File: config.mk
export PLATFORM = sky130hd
export DESIGN_NAME = mask_color_to_instance_index_core
export DESIGN_NICKNAME = d
export VERILOG_FILES = /design/src/hdl/mcii_pkg.sv /design/src/hdl/mcii_lookup.sv /design/src/hdl/mcii_select.sv /design/src/hdl/mcii_arith.sv /design/src/hdl/mask_color_to_instance_index_core.sv
export VERILOG_INCLUDE_DIRS = /design/src /design/src/hdl
export SDC_FILE = /design/constraint.sdc
export NUM_CORES = 1
export LEC_CHECK = 0
export BUFFER_PORTS_ARGS = -buffer_cell sky130_fd_sc_hd__buf_2
export CAP_MARGIN = 20
export CORE_UTILIZATION = 65
export CTS_BUF_LIST = sky130_fd_sc_hd__clkbuf_2
export CTS_CLUSTER_SIZE = 12
export DETAILED_ROUTE_END_ITERATION = 7
export PLACE_DENSITY_LB_ADDON = 0.25
export SLEW_MARGIN = 20
export SYNTH_ARGS = -nofsm -noshare
export SYNTH_HDL_FRONTEND = slang
export SYNTH_HIERARCHICAL = 1
export SYNTH_SLANG_ARGS = --single-unit
File: constraint.sdc
create_clock -name clk -period 5.1 [get_ports clk]
set_clock_uncertainty 0.05 [all_clocks]
set_input_delay 0.255 -clock clk [delete_from_list [all_inputs] [get_ports clk]]
set_output_delay 0.255 -clock clk [all_outputs]
set_load 0.03 [all_outputs]
File: src/hdl/mask_color_to_instance_index_core_defines.svh
// Assertion macros shared by the mask decoder RTL.
// All checks are sampled on clk and are off while arst_n is low.
`ifndef MASK_COLOR_TO_INSTANCE_INDEX_CORE_DEFINES_SVH
`define MASK_COLOR_TO_INSTANCE_INDEX_CORE_DEFINES_SVH

// Property that must hold at every sampled edge.
`define MCII_ASSERT(lbl, prop, msg) \
	lbl: assert property (@(posedge clk) disable iff (!arst_n) (prop)) else $error(msg);

// Antecedent at one edge implies consequent at the next edge.
`define MCII_ASSERT_NEXT(lbl, ante, cons, msg) \
	lbl: assert property (@(posedge clk) disable iff (!arst_n) (ante) |=> (cons)) else $error(msg);

`endif

File: src/hdl/mcii_pkg.sv
package mcii_pkg;

	// Field widths fixed by the interface
	localparam int COLOR_W = 24;
	localparam int CHAN_W  = 8;
	localparam int IDX_W   = 15;

	// Channel value table
	localparam int TABLE_LEN        = 32;
	localparam int PALETTE_SIZE_DEF = 32;

	localparam logic [CHAN_W-1:0] CHAN_TABLE [TABLE_LEN] = '{
		8'd0,   8'd255, 8'd127, 8'd63,  8'd191, 8'd31,  8'd95,  8'd159,
		8'd223, 8'd15,  8'd47,  8'd79,  8'd111, 8'd143, 8'd175, 8'd207,
		8'd239, 8'd7,   8'd23,  8'd39,  8'd55,  8'd71,  8'd87,  8'd103,
		8'd119, 8'd135, 8'd151, 8'd167, 8'd183, 8'd199, 8'd215, 8'd231
	};

	// Control that travels with each word down the pipe
	typedef struct packed {
		logic valid;
		logic hit;
	} mcii_ctl_t;

endpackage

File: src/hdl/mcii_lookup.sv
module mcii_lookup #(
	parameter int PALETTE_SIZE = mcii_pkg::PALETTE_SIZE_DEF,
	localparam int PW = $clog2(PALETTE_SIZE)
) (
	input  logic                      clk,
	input  logic                      en,
	input  logic [mcii_pkg::CHAN_W-1:0] chan,
	output logic [PW-1:0]             pos_s1,
	output logic                      hit_s1
);
	import mcii_pkg::*;

	logic [PW-1:0] pos;
	logic          found;

	// Parallel compare against the table; lowest matching position wins
	always_comb begin
		pos   = '0;
		found = 1'b0;
		for (int j = TABLE_LEN - 1; j >= 0; j--) begin
			if ((j < PALETTE_SIZE) && (CHAN_TABLE[j] == chan)) begin
				found = 1'b1;
				pos   = PW'(j);
			end
		end
	end

	always_ff @(posedge clk) begin
		if (en) begin
			pos_s1 <= pos;
			hit_s1 <= found;
		end
	end

endmodule

File: src/hdl/mcii_select.sv
module mcii_select #(
	parameter int PALETTE_SIZE = mcii_pkg::PALETTE_SIZE_DEF,
	localparam int PW = $clog2(PALETTE_SIZE),
	localparam int CW = (PW > 2) ? PW : 2
) (
	input  logic                clk,
	input  logic                arst_n,
	input  logic                en,
	input  mcii_pkg::mcii_ctl_t ctl_s1,
	input  logic [PW-1:0]       p0_s1,
	input  logic [PW-1:0]       p1_s1,
	input  logic [PW-1:0]       p2_s1,
	output mcii_pkg::mcii_ctl_t ctl_s2,
	output logic [PW-1:0]       m_s2,
	output logic [1:0]          c2_s2,
	output logic [CW-1:0]       c1_s2,
	output logic [PW-1:0]       c0_s2
);
	import mcii_pkg::*;

	logic [PW-1:0] m;
	logic [2:0]    eq;
	logic [1:0]    c2;
	logic [CW-1:0] c1;
	logic [PW-1:0] c0;

	// Largest position and which channels carry it
	always_comb begin
		m = p0_s1;
		if (p1_s1 > m) m = p1_s1;
		if (p2_s1 > m) m = p2_s1;
		eq = {p2_s1 == m, p1_s1 == m, p0_s1 == m};
	end

	// Index = m^3 + c2*m^2 + c1*m + c0, coefficients picked per case
	always_comb begin
		case (eq)
			3'b111: begin
				c2 = 2'd3; c1 = CW'(3);     c0 = '0;
			end
			3'b011: begin
				c2 = 2'd3; c1 = CW'(2);     c0 = p2_s1;
			end
			3'b101: begin
				c2 = 2'd3; c1 = CW'(1);     c0 = p1_s1;
			end
			3'b110: begin
				c2 = 2'd3; c1 = CW'(0);     c0 = p0_s1;
			end
			3'b001: begin
				c2 = 2'd0; c1 = CW'(p1_s1); c0 = p2_s1;
			end
			3'b010: begin
				c2 = 2'd1; c1 = CW'(p0_s1); c0 = p2_s1;
			end
			3'b100: begin
				c2 = 2'd2; c1 = CW'(p0_s1); c0 = p1_s1;
			end
			default: begin
				c2 = 2'd0; c1 = '0;         c0 = '0;
			end
		endcase
	end

	always_ff @(posedge clk or negedge arst_n) begin
		if (!arst_n) begin
			ctl_s2 <= '0;
		end else if (en) begin
			ctl_s2 <= ctl_s1;
		end
	end

	always_ff @(posedge clk) begin
		if (en) begin
			m_s2  <= m;
			c2_s2 <= c2;
			c1_s2 <= c1;
			c0_s2 <= c0;
		end
	end

endmodule

File: src/hdl/mcii_arith.sv
module mcii_arith #(
	parameter int PALETTE_SIZE = mcii_pkg::PALETTE_SIZE_DEF,
	localparam int PW = $clog2(PALETTE_SIZE),
	localparam int CW = (PW > 2) ? PW : 2
) (
	input  logic                       clk,
	input  logic                       arst_n,
	input  logic                       en,
	input  mcii_pkg::mcii_ctl_t        ctl_s2,
	input  logic [PW-1:0]              m_s2,
	input  logic [1:0]                 c2_s2,
	input  logic [CW-1:0]              c1_s2,
	input  logic [PW-1:0]              c0_s2,
	output logic                       valid_s4,
	output logic [mcii_pkg::IDX_W-1:0] index_s4,
	output logic                       hit_s4
);
	import mcii_pkg::*;

	localparam int SW = 3 * PW + 2;

	mcii_ctl_t        ctl_s3;
	logic [PW-1:0]    m_s3;
	logic [1:0]       c2_s3;
	logic [PW-1:0]    c0_s3;
	logic [2*PW-1:0]  m2_s3;
	logic [PW+CW-1:0] mc1_s3;

	logic [2*PW-1:0]  m2;
	logic [PW+CW-1:0] mc1;
	logic [3*PW-1:0]  m3;
	logic [2*PW+1:0]  m2c2;
	logic [SW-1:0]    sum;

	// Stage 3: square and linear term
	assign m2  = (2*PW)'(m_s2) * (2*PW)'(m_s2);
	assign mc1 = (PW+CW)'(m_s2) * (PW+CW)'(c1_s2);

	always_ff @(posedge clk or negedge arst_n) begin
		if (!arst_n) begin
			ctl_s3 <= '0;
		end else if (en) begin
			ctl_s3 <= ctl_s2;
		end
	end

	always_ff @(posedge clk) begin
		if (en) begin
			m_s3   <= m_s2;
			c2_s3  <= c2_s2;
			c0_s3  <= c0_s2;
			m2_s3  <= m2;
			mc1_s3 <= mc1;
		end
	end

	// Stage 4: cube, square term, final sum
	assign m3   = (3*PW)'(m2_s3) * (3*PW)'(m_s3);
	assign m2c2 = (2*PW+2)'(m2_s3) * (2*PW+2)'(c2_s3);
	assign sum  = SW'(m3) + SW'(m2c2) + SW'(mc1_s3) + SW'(c0_s3);

	always_ff @(posedge clk or negedge arst_n) begin
		if (!arst_n) begin
			valid_s4 <= 1'b0;
		end else if (en) begin
			valid_s4 <= ctl_s3.valid;
		end
	end

	// Miss forces a zero index
	always_ff @(posedge clk) begin
		if (en) begin
			hit_s4   <= ctl_s3.hit;
			index_s4 <= ctl_s3.hit ? IDX_W'(sum) : '0;
		end
	end

endmodule

File: src/hdl/mask_color_to_instance_index_core.sv
// Decodes one RGB mask pixel per cycle, unless the output stalls, into its
// instance number. Each channel is mapped to its position in the fixed
// channel table (first PALETTE_SIZE entries); a channel not found gives index
// 0 with palette_hit low. The pipe is four register stages deep: table
// compare, max/case select, square, then cube and sum into the output
// register. All stages advance together: color_ready is high whenever the
// output register is empty or being taken, so holding result_ready low
// while result_valid is high freezes the whole pipe in place.
`include "mask_color_to_instance_index_core_defines.svh"

module mask_color_to_instance_index_core #(
	parameter int PALETTE_SIZE = mcii_pkg::PALETTE_SIZE_DEF
) (
	input  logic                         clk,
	input  logic                         arst_n,
	input  logic [mcii_pkg::COLOR_W-1:0] mask_color,
	input  logic                         color_valid,
	output logic                         color_ready,
	output logic [mcii_pkg::IDX_W-1:0]   instance_index,
	output logic                         palette_hit,
	output logic                         result_valid,
	input  logic                         result_ready
);
	import mcii_pkg::*;

	localparam int PW = $clog2(PALETTE_SIZE);
	localparam int CW = (PW > 2) ? PW : 2;

	logic          en;
	logic          valid_s1;
	logic [PW-1:0] p0_s1;
	logic [PW-1:0] p1_s1;
	logic [PW-1:0] p2_s1;
	logic          h0_s1;
	logic          h1_s1;
	logic          h2_s1;
	mcii_ctl_t     ctl_s1;
	mcii_ctl_t     ctl_s2;
	logic [PW-1:0] m_s2;
	logic [1:0]    c2_s2;
	logic [CW-1:0] c1_s2;
	logic [PW-1:0] c0_s2;

	// Global pipe advance
	assign en          = !result_valid || result_ready;
	assign color_ready = en;

	always_ff @(posedge clk or negedge arst_n) begin
		if (!arst_n) begin
			valid_s1 <= 1'b0;
		end else if (en) begin
			valid_s1 <= color_valid;
		end
	end

	// Stage 1: one table compare per channel
	mcii_lookup #(.PALETTE_SIZE(PALETTE_SIZE)) u_lookup_r (
		.clk    (clk),
		.en     (en),
		.chan   (mask_color[23:16]),
		.pos_s1 (p0_s1),
		.hit_s1 (h0_s1)
	);

	mcii_lookup #(.PALETTE_SIZE(PALETTE_SIZE)) u_lookup_g (
		.clk    (clk),
		.en     (en),
		.chan   (mask_color[15:8]),
		.pos_s1 (p1_s1),
		.hit_s1 (h1_s1)
	);

	mcii_lookup #(.PALETTE_SIZE(PALETTE_SIZE)) u_lookup_b (
		.clk    (clk),
		.en     (en),
		.chan   (mask_color[7:0]),
		.pos_s1 (p2_s1),
		.hit_s1 (h2_s1)
	);

	assign ctl_s1.valid = valid_s1;
	assign ctl_s1.hit   = h0_s1 & h1_s1 & h2_s1;

	// Stage 2: max position and coefficient select
	mcii_select #(.PALETTE_SIZE(PALETTE_SIZE)) u_select (
		.clk    (clk),
		.arst_n (arst_n),
		.en     (en),
		.ctl_s1 (ctl_s1),
		.p0_s1  (p0_s1),
		.p1_s1  (p1_s1),
		.p2_s1  (p2_s1),
		.ctl_s2 (ctl_s2),
		.m_s2   (m_s2),
		.c2_s2  (c2_s2),
		.c1_s2  (c1_s2),
		.c0_s2  (c0_s2)
	);

	// Stages 3 and 4: polynomial and output register
	mcii_arith #(.PALETTE_SIZE(PALETTE_SIZE)) u_arith (
		.clk      (clk),
		.arst_n   (arst_n),
		.en       (en),
		.ctl_s2   (ctl_s2),
		.m_s2     (m_s2),
		.c2_s2    (c2_s2),
		.c1_s2    (c1_s2),
		.c0_s2    (c0_s2),
		.valid_s4 (result_valid),
		.index_s4 (instance_index),
		.hit_s4   (palette_hit)
	);

	// Checks
	`MCII_ASSERT(a_miss_zero, !(result_valid && !palette_hit) || (instance_index == '0), "miss with nonzero index")
	`MCII_ASSERT_NEXT(a_accept_s1, color_valid && color_ready, valid_s1, "accepted word not in stage 1")
	`MCII_ASSERT_NEXT(a_stall_s2, ctl_s2.valid && !color_ready, ctl_s2.valid && $stable(m_s2), "stage 2 moved during stall")
	`MCII_ASSERT_NEXT(a_out_hold, result_valid && !result_ready, result_valid && $stable(instance_index) && $stable(palette_hit), "output word changed while waiting")

endmodule
Yosys cells after proc, flatten, opt, wreduce, memory -nomap -nowiden
Index checks and enable logic that the tools add are counted.
- flip-flop bits (word level): 89
- bits in latches: 0
- RAM bits: 0
- memory bits (read-only): 0
- bits of input ports: 28
- output and inout port bits: 18
- word-level logic and storage cells: 274
- memories: 0
- add/sub/neg operators: 3
- multiply operators: 4
- div/mod/pow operators: 0
- magnitude comparators: 2
- equal/unequal tests: 103
- shift operators: 0
- mux-type cells: 101
- bitwise operators: 2
- reduce and logical (&&, ||, !) cells: 24
- operators by type and width (operator ; number):
    == test 8 bit (first input constant) ; 45
    two-way mux 5 bit ; 50
    == test 7 x 8 -> 1 bit (first input constant) ; 24
    == test 6 x 8 -> 1 bit (first input constant) ; 12
    two-way mux 4 bit ; 24
    OR reduction 31 bit ; 3
    == test 5 x 8 -> 1 bit (first input constant) ; 6
    OR reduction 16 bit ; 3
    two-way mux 3 bit ; 12
    one-hot mux 5 bit (5 select lines) ; 1
    == test 3 x 8 -> 1 bit (first input constant) ; 3
    == test 4 x 8 -> 1 bit (first input constant) ; 3
    logical NOT 8 bit ; 3
    OR reduction 8 bit ; 3
    multiplier 5 x 5 -> 10 bit ; 2
    OR reduction 4 bit ; 4
    adder 15 x 10 -> 15 bit ; 1
    adder 15 x 12 -> 15 bit ; 1
    adder 15 x 5 -> 15 bit ; 1
    == test 5 bit ; 3
    multiplier 10 x 5 -> 15 bit ; 1
    one-hot mux 5 bit (3 select lines) ; 1
    == test 3 bit (second input constant) ; 4
    multiplier 10 x 2 -> 12 bit ; 1
    11 further kinds ; 28

Depth between registers and ports, before layout
Gate-level depths: netlist (run 1).
- depth after elaboration: 32
- depth in mapped cells: 19
- mapped depth without buffers: 16

By module
Netlist (run 1), hierarchy kept.
- by module, submodules not included (module ; times used ; cells each ; area an instance (um2) ; seq. area each (um2)):
    mcii_arith ; 1 ; 521 ; 5410.2 ; 1456.4
    mcii_select ; 1 ; 168 ; 1702.9 ; 560.5
    mcii_lookup (u_lookup_b ...) ; 2 ; 52 ; 462.9 ; 180.2
    mcii_lookup (u_lookup_r) ; 1 ; 54 ; 473.0 ; 180.2
    mask_color_to_instance_index_core ; 1 ; 4 ; 60.1 ; 25.0

Least setup slack after synthesis (run 1)
Ideal clock, no wire load.
- path kind: reg-to-reg
- start point: register u_arith.m_s3[0]
- end point: register u_arith/index_s4[14] (netlist bit), data pin
- library setup time: 264 ps
- data arrival time: 4185 ps
- required time: 4786 ps
- slack: 601 ps
- cell stages (with the launch flop): 16
- path buffers: 1
- clock period less this slack: 4499 ps
- cells stage by stage: edfxtp_1 > clkbuf_1 > nand2_1 > fa_1 > inv_1 > fa_1 > fa_1 > inv_1 > fa_1 > inv_1 > ha_1 > nor2b_4 > o31a_1 > o31a_1 > o32ai_2 > mux2i_1
- word-level cells in the longest chain between the ends: 4
- RTL lines (element ; RTL line ; source):
    from (decl) ; mcii_arith.sv:23 ; logic [PW-1:0] m_s3;
    from (signal assigned) ; mcii_arith.sv:49 ; m_s3 <= m_s2;
    multiplier 10 x 5 -> 15 bit ; mcii_arith.sv:58 ; assign m3 = (3*PW)'(m2_s3) * (3*PW)'(m_s3);
    adder 15 x 12 -> 15 bit ; mcii_arith.sv:60 ; assign sum = SW'(m3) + SW'(m2c2) + SW'(mc1_s3) + SW'(c0_s3);
    adder 15 x 10 -> 15 bit ; mcii_arith.sv:60 ;
    adder 15 x 5 -> 15 bit ; mcii_arith.sv:60 ;
    to (signal assigned) ; mcii_arith.sv:74 ; index_s4 <= ctl_s3.hit ? IDX_W'(sum) : '0;
    to (decl) ; mcii_arith.sv:15 ; output logic [mcii_pkg::IDX_W-1:0] index_s4,
No other way between the ends.
A chain may end at the register's enable or synchronous reset.

Worst setup path after layout (run 1)
- start point: register u_lookup_r.pos_s1[1]
- end point: register u_select.c1_s2[4], data pin
- word-level cells in the longest chain between the ends: 8
- elaborated cells between the ends (all ways): 15
- those cells by class: 2 x order compare; 9 x eq/ne; 3 x mux; 1 x reduce/logical
- RTL lines (element ; RTL line ; source):
    from (decl) ; mcii_lookup.sv:8 ; output logic [PW-1:0] pos_s1,
    from (signal assigned) ; mcii_lookup.sv:30 ; pos_s1 <= pos;
    greater-than comparator 5 bit ; mcii_select.sv:30 ; if (p1_s1 > m) m = p1_s1;
    two-way mux 5 bit ; mcii_select.sv:30 ;
    greater-than comparator 5 bit ; mcii_select.sv:31 ; if (p2_s1 > m) m = p2_s1;
    two-way mux 5 bit ; mcii_select.sv:31 ;
    == test 5 bit ; mcii_select.sv:32 ; eq = {p2_s1 == m, p1_s1 == m, p0_s1 == m};
    == test 3 x 2 -> 1 bit / == test 3 bit (equally long branches) ; mcii_select.sv:37 ; case (eq)
    OR reduction 2 bit (no source line) ; n/a ;
    one-hot mux 5 bit (5 select lines) (*) ; mcii_select.sv:37 ;
    named net u_select.c1[4] ; mcii_select.sv:24 ; logic [CW-1:0] c1;
    to (signal assigned) ; mcii_select.sv:77 ; c1_s2 <= c1;
    to (decl) ; mcii_select.sv:16 ; output logic [CW-1:0] c1_s2,
The timed path passes the listed nets; every way through them passes the cells marked *.

==> out/metrics.cfg, run 1 <==
[status]
status=completed

[routing]
post_drt_wl_per_cell_microns=16.5
num_vias=6340
ant_nets=0
drtIter0Drc=449
routed_wl_microns=17500
drt_pass1_iterations=5
routed_via_density=5.98
remaining_drc_errors=0

[setup_path]
cp_data_required_time_ns=5.39
criticalPathCategory=reg -> reg
start_kind=flip-flop
cp_max_fo=11
regToRegSetupSlack_ns=0.27
r2r-start=u_lookup_r/pos_s1[1]
reg2reg_to=u_select/c1_s2[4]
reg2regPathDepth=15
crit_arrival_ns=5.12
crit_path_end_kind=flip-flop

[yosys]
yosys.area.top_type_share=0.284
synth_top_area_cell=edfxtp_1
ys_types=79
yosysSeqAreaShare=0.301
ys_top_cells_by_area=edfxtp_1, fa_1, ha_1
yosysMostFrequentCell=inv_1
synth_cells=851
synthTopCellsByCount=inv_1, edfxtp_1, and2_1
avgSynthCellArea_sq_um=10.1
syn-cell-area_sq_um=8570
synth_ff_type=edfxtp_1
synth_edf_count=81
ys_warn_count=6
ys_seq_elements=87
async_flop_share=0.0690

[global_route]
grt.total_usage=0.274
grt_pass1_vias=6214
grt_antenna_before_repair=0
grt_max_degree=64
grt.overflow.total=0
grt_first_pass_wirelength_microns=28800

[die]
coreArea_sq_um=12700
die-area_sq_um=13700
die_w_microns=117
dieHeight_microns=117
row_count=41
start_util=0.674
io-pin-count=46

[clock_tree]
cts_tree=built
clkLatencyLatePin_ns=0.61
clockBufferDepth=2
postCtsSetupRepairBufs=0
cts_htree_levels=3
numCtsBuffers=9
cts_root_buf=clkbuf_2
cts.clk_slew.worst_paths_ns=0.22
cts.sinks=87

[sta]
setup_tns_ns=0
fmax_mhz=207
rsz0062_at_grt=no
maxSlewHeadroom=0.430
min_period_ns=4.83
maxSlewViolCount=0
worst_pin_slew_ns=0.855
finalCritPeriodShare=0.947
setup_viol=0
final_hold_viol_count=0

[final_layout]
layout-drive-gt1-share=0.101
n_antenna_cell=0
multi_input_area_sq_um=5360
nets=1051
register_area_sq_um=2580
nFillCells=965
syn_to_final_growth_pct=5.78

[placed_design]
gp_congestion=0.956
portBuffers=45
hpwl_microns=13200

[flow_run]
maxCapViolations=0

[worst_hold_path]
hold_end=u_lookup_r/pos_s1[0]
min_path_type=in -> reg
whs_path_depth=3
hp-start=mask_color[18]

==> stage by stage <==
| step | hold slack (ns) | cell area (sq um) | utilization | worst slack [ns] | std cells |
|---|---|---|---|---|---|
| 2_1_floorplan | -0.0906 | 8580 | - | 0.601 | 852 |
| 3_3_place_gp | 0.0272 | 8860 | 0.697 | 0.482 | 1037 |
| 3_5_place_dp | 0.0380 | 8860 | 0.697 | 0.384 | 1037 |
| 4_1_cts | 0.00190 | 9070 | 0.713 | 0.335 | 1060 |
| 5_1_grt | 0.0121 | 9070 | 0.713 | 0.0589 | 1060 |
| 6_report | 0.0825 | 9070 | 0.713 | 0.271 | 1060 |
==> final cells by class <==
| type | instances | share of cell area |
|---|---|---|
| clock buffers | 10 | 0.00552 |
| clock inverters | 6 | 0.00938 |
| inverters | 117 | 0.0484 |
| multi-input cells | 611 | 0.591 |
| flip-flops and latches | 87 | 0.285 |
| well taps | 172 | 0.0237 |
| repair buffers | 57 | 0.0367 |
==> layer usage <==
layer / part of all wire / wire (microns) / global-route usage
met5: 0 / 0 / 0
met1: 0.42 / 7310 / 0.340
met2: 0.52 / 9040 / 0.482
met3: 0.042 / 727 / 0.0505
met4: 0.022 / 389 / 0.0962
==> critical path, stage by stage, from the launching register on <==
cell      delay, ns
edfxtp_1       0.55
inv_1          0.16
ha_1           0.33
nand4_2        0.16
or2_1          0.37
nand2_4        0.16
mux2i_1        0.30
ha_1           0.30
and3_1         0.20
a31oi_1        0.17
o31a_1         0.50
mux2_2         0.43
o221ai_4       0.37
inv_1          0.11
and3_1         0.23
a32o_1         0.22
==> logic make-up after synthesis <==
| group | count (synthesis) | synth area share |
|---|---|---|
| and+or+nand+nor | 259 | 0.168 |
| AOI/OAI and AO/OA | 165 | 0.143 |
| buffers and inverters | 154 | 0.0736 |
| adders and majority gates | 140 | 0.263 |
| DFF | 87 | 0.301 |
| xor gates and xnor gates | 24 | 0.0245 |
| muxes | 20 | 0.0254 |
| other | 2 | 0.000876 |
==> registers in the layout, indices dropped and copies added, names as in the netlist, 5 cells and up <==
signal,cells
u_arith/c0_s3,5
u_arith/index_s4,15
u_arith/m2_s3,8
u_arith/m_s3,5
u_arith/mc1_s3,10
u_lookup_b/pos_s1,5
u_lookup_g/pos_s1,5
u_lookup_r/pos_s1,5
u_select/c0_s2,5
u_select/c1_s2,5
u_select/m_s2,5
==> placed cells by master (no fill, tap or decap), types with 8 or more instances in the layout <==
cell type	n
buf_2	45
a21o_1	10
o21a_1	10
nand3_1	15
edfxtp_1	81
fa_1	67
mux2i_1	12
nor3_1	10
nor2_1	32
nand2_1	57
nor2b_1	8
clkbuf_2	10
o21ai_0	28
a211oi_1	11
xnor2_1	17
nor3b_1	10
a21oi_1	28
inv_1	115
and2_1	77
and3_1	11
ha_1	73
a31oi_1	9
==> worst max path at each step <==
stage / from / to / cells after the start
2_1_floorplan: u_arith/m_s3[0] / u_arith/index_s4[14] / 15
3_3_place_gp: u_arith/m_s3[0] / u_arith/index_s4[14] / 14
3_5_place_dp: u_lookup_r/pos_s1[1] / u_select/c1_s2[4] / 15
4_1_cts: u_lookup_r/pos_s1[1] / u_select/c1_s2[4] / 15
5_1_grt: u_lookup_r/pos_s1[1] / u_select/c1_s2[4] / 14
6_report: u_lookup_r/pos_s1[1] / u_select/c1_s2[4] / 15
==> what timing repair did <==
item / 4_1_cts / 5_1_grt
resized for setup: 0 / 0
endpoints found under the hold margin: 9 / 0
hold buffers: 7 / 0
Power of run 1 is not shown: default switching activity piles up to over one toggle a cycle in this logic, so the estimate is an artifact.
==> inputs of run 2 (changes only) <==
HOLD_SLACK_MARGIN = 0.08   (was default)
PLACE_DENSITY = 0.84   (was default)
PLACE_DENSITY_LB_ADDON = default   (was 0.25)
==> out/metrics.cfg, run 2 (same netlist as run 1, synthesis figures left out) <==
[setup_path]
slowest_stage=edfxtp_1
path_delay_family=adder cells
cp_data_required_time_ns=5.50  ; +0.11 ns
cp_max_fo=15  ; +4
crit_chain=nand2_1 > fa_1 > inv_1 > fa_1 > fa_1 > inv_1 > fa_1 > inv_1 > ha_1 > nor2b_4 > o31a_1 > o31a_1 > o32ai_2 > mux2i_1
start_kind=flip-flop
crit_path_end_kind=flip-flop
cp_common_cell=fa_1
criticalPathCategory=reg -> reg
crit_arrival_ns=5.08  ; -0.04 ns
cpPeakStageDelay_ns=0.61  ; +0.06 ns
crit_buf_inv=3  ; +1

[placed_design]
post-place-ws_ns=0.393  ; +0.00884 ns
hpwl_microns=14600  ; +11%
portBuffers=45  ; unchanged
place_area_sq_um=8920  ; +0.68%
gp_congestion=0.952  ; -0.37%

[sta]
maxSlewViolCount=0  ; unchanged
finalCritPeriodShare=0.916  ; -0.0308
setup_viol=0  ; unchanged
fmax_mhz=214  ; +3.4%
fin_ws_ns=0.428  ; +0.157 ns
min_period_ns=4.67  ; -0.157 ns
maxSlewHeadroom=0.412  ; -0.0179
setup_tns_ns=0  ; unchanged
holdWs_ns=0.127  ; +0.0444 ns
rsz0062_at_grt=no
worst_pin_slew_ns=0.881  ; +0.0268 ns
final_hold_viol_count=0  ; unchanged

[routing]
remaining_drc_errors=0  ; unchanged
drt_pass1_iterations=5  ; unchanged
num_vias=6406  ; +1.0%
drtIter0Drc=401  ; -11%
ant_nets=0  ; unchanged
post_drt_wl_per_cell_microns=17.2  ; +4.5%
routed_wl_microns=18400  ; +5.6%
routed_via_density=5.98  ; about the same

[die]
io-pin-count=46  ; unchanged
row_count=41  ; unchanged
die-area_sq_um=13700  ; unchanged
coreArea_sq_um=12700  ; unchanged
dieHeight_microns=117  ; unchanged
start_util=0.674  ; unchanged
die_w_microns=117  ; unchanged

[status]
status=completed

[clock_tree]
cts_tree=built
cts_root_buf=clkbuf_2
cts.sinks=87  ; unchanged
postCtsSetupRepairBufs=0  ; unchanged
clockBufferDepth=2  ; unchanged
numCtsBuffers=9  ; unchanged
cts_htree_levels=3  ; unchanged
cts.clk_slew.worst_paths_ns=0.26  ; +0.04 ns
clkLatencyLatePin_ns=0.57  ; -0.04 ns

[final_layout]
layout_commonest_cell=inv_1
fin_area_sq_um=9160  ; +1.0%
syn_to_final_growth_pct=6.89
n_antenna_cell=0  ; unchanged
final_cell_mix=inv_1, edfxtp_1, and2_1
top_register=u_arith/index_s4
nFillCells=959  ; -0.62%
nets=1062  ; +1.0%
largest_reg_flops=15  ; unchanged
reg.largest.list=u_arith/index_s4 x15, u_arith/mc1_s3 x10, u_arith/m2_s3 x8
layout-drive-gt1-share=0.110  ; +0.00877

[global_route]
grt_first_pass_wirelength_microns=29400  ; +2.2%
grt.overflow.total=0  ; unchanged
grt.total_usage=0.285  ; +0.0105
grt_max_degree=67  ; +4.7%
grt_pass1_vias=6259  ; +0.72%
grt_antenna_before_repair=1  ; +1

[flow_run]
maxCapViolations=0  ; unchanged

[worst_hold_path]
min_path_type=in -> reg

## run 2: layer usage
layer  wire, microns  global-route usage  share of wire  vias up
met5              13                   0        0.00071        -
met4             634               0.123          0.034        2
met3             920              0.0546          0.050       53
met2            9600               0.527           0.52      221
met1            7260               0.320           0.39     3082
li1                -                   -              -     3048
## run 2: area by class of cell
cell class                 instances  area, sq um  share of cell area
clock inverter                     7         95.1              0.0104
multi-input combinational        611         5360               0.585
sequential                        87         2580               0.282
inverter                         117          439              0.0479
clock buffer                       9         45.0             0.00492
timing repair buffer              68          423              0.0462
tap                              172          215              0.0235
## run 2: what timing repair did
action                    in CTS  in global routing
hold endpoints to repair      12                  0
gates resized for setup        0                  0
hold buffers                  10                  0
## run 2: through the flow
step,utilization,std cells
finish,0.720,1071
global route,0.720,1071
CTS,0.720,1071
detailed placement,0.701,1045
global placement,0.701,1045
floorplan,-,852
## run 2: worst register-to-register path, delay by kind of cell, from the launching register on
family | cells | cell delay [ns]
compound gates | 3 | 0.84
fa+ha+maj | 5 | 2.43
buf+inv | 3 | 0.16
flops | 1 | 0.61
mux | 1 | 0.20
simple gates | 2 | 0.28
## run 2: path summary, 6_finish.rpt
path | from | endpoint | slack [ns] | cells after the start
worst max-delay path | u_arith/m_s3[0] | u_arith/index_s4[14] | 0.43 | 14
worst min-delay path | mask_color[17] | u_lookup_r/hit_s1 | 0.13 | 4
worst max register to register | u_arith/m_s3[0] | u_arith/index_s4[14] | 0.43 | 14
worst min register to register | u_select/c0_s2[3] | u_arith/c0_s3[3] | 0.38 | 0
max in group asynchronous | arst_n | u_select/ctl_s2[0] | 4.28 | 3
min in group asynchronous | arst_n | valid_s1 | 0.51 | 3
Power of run 2 is left out for the same reason.
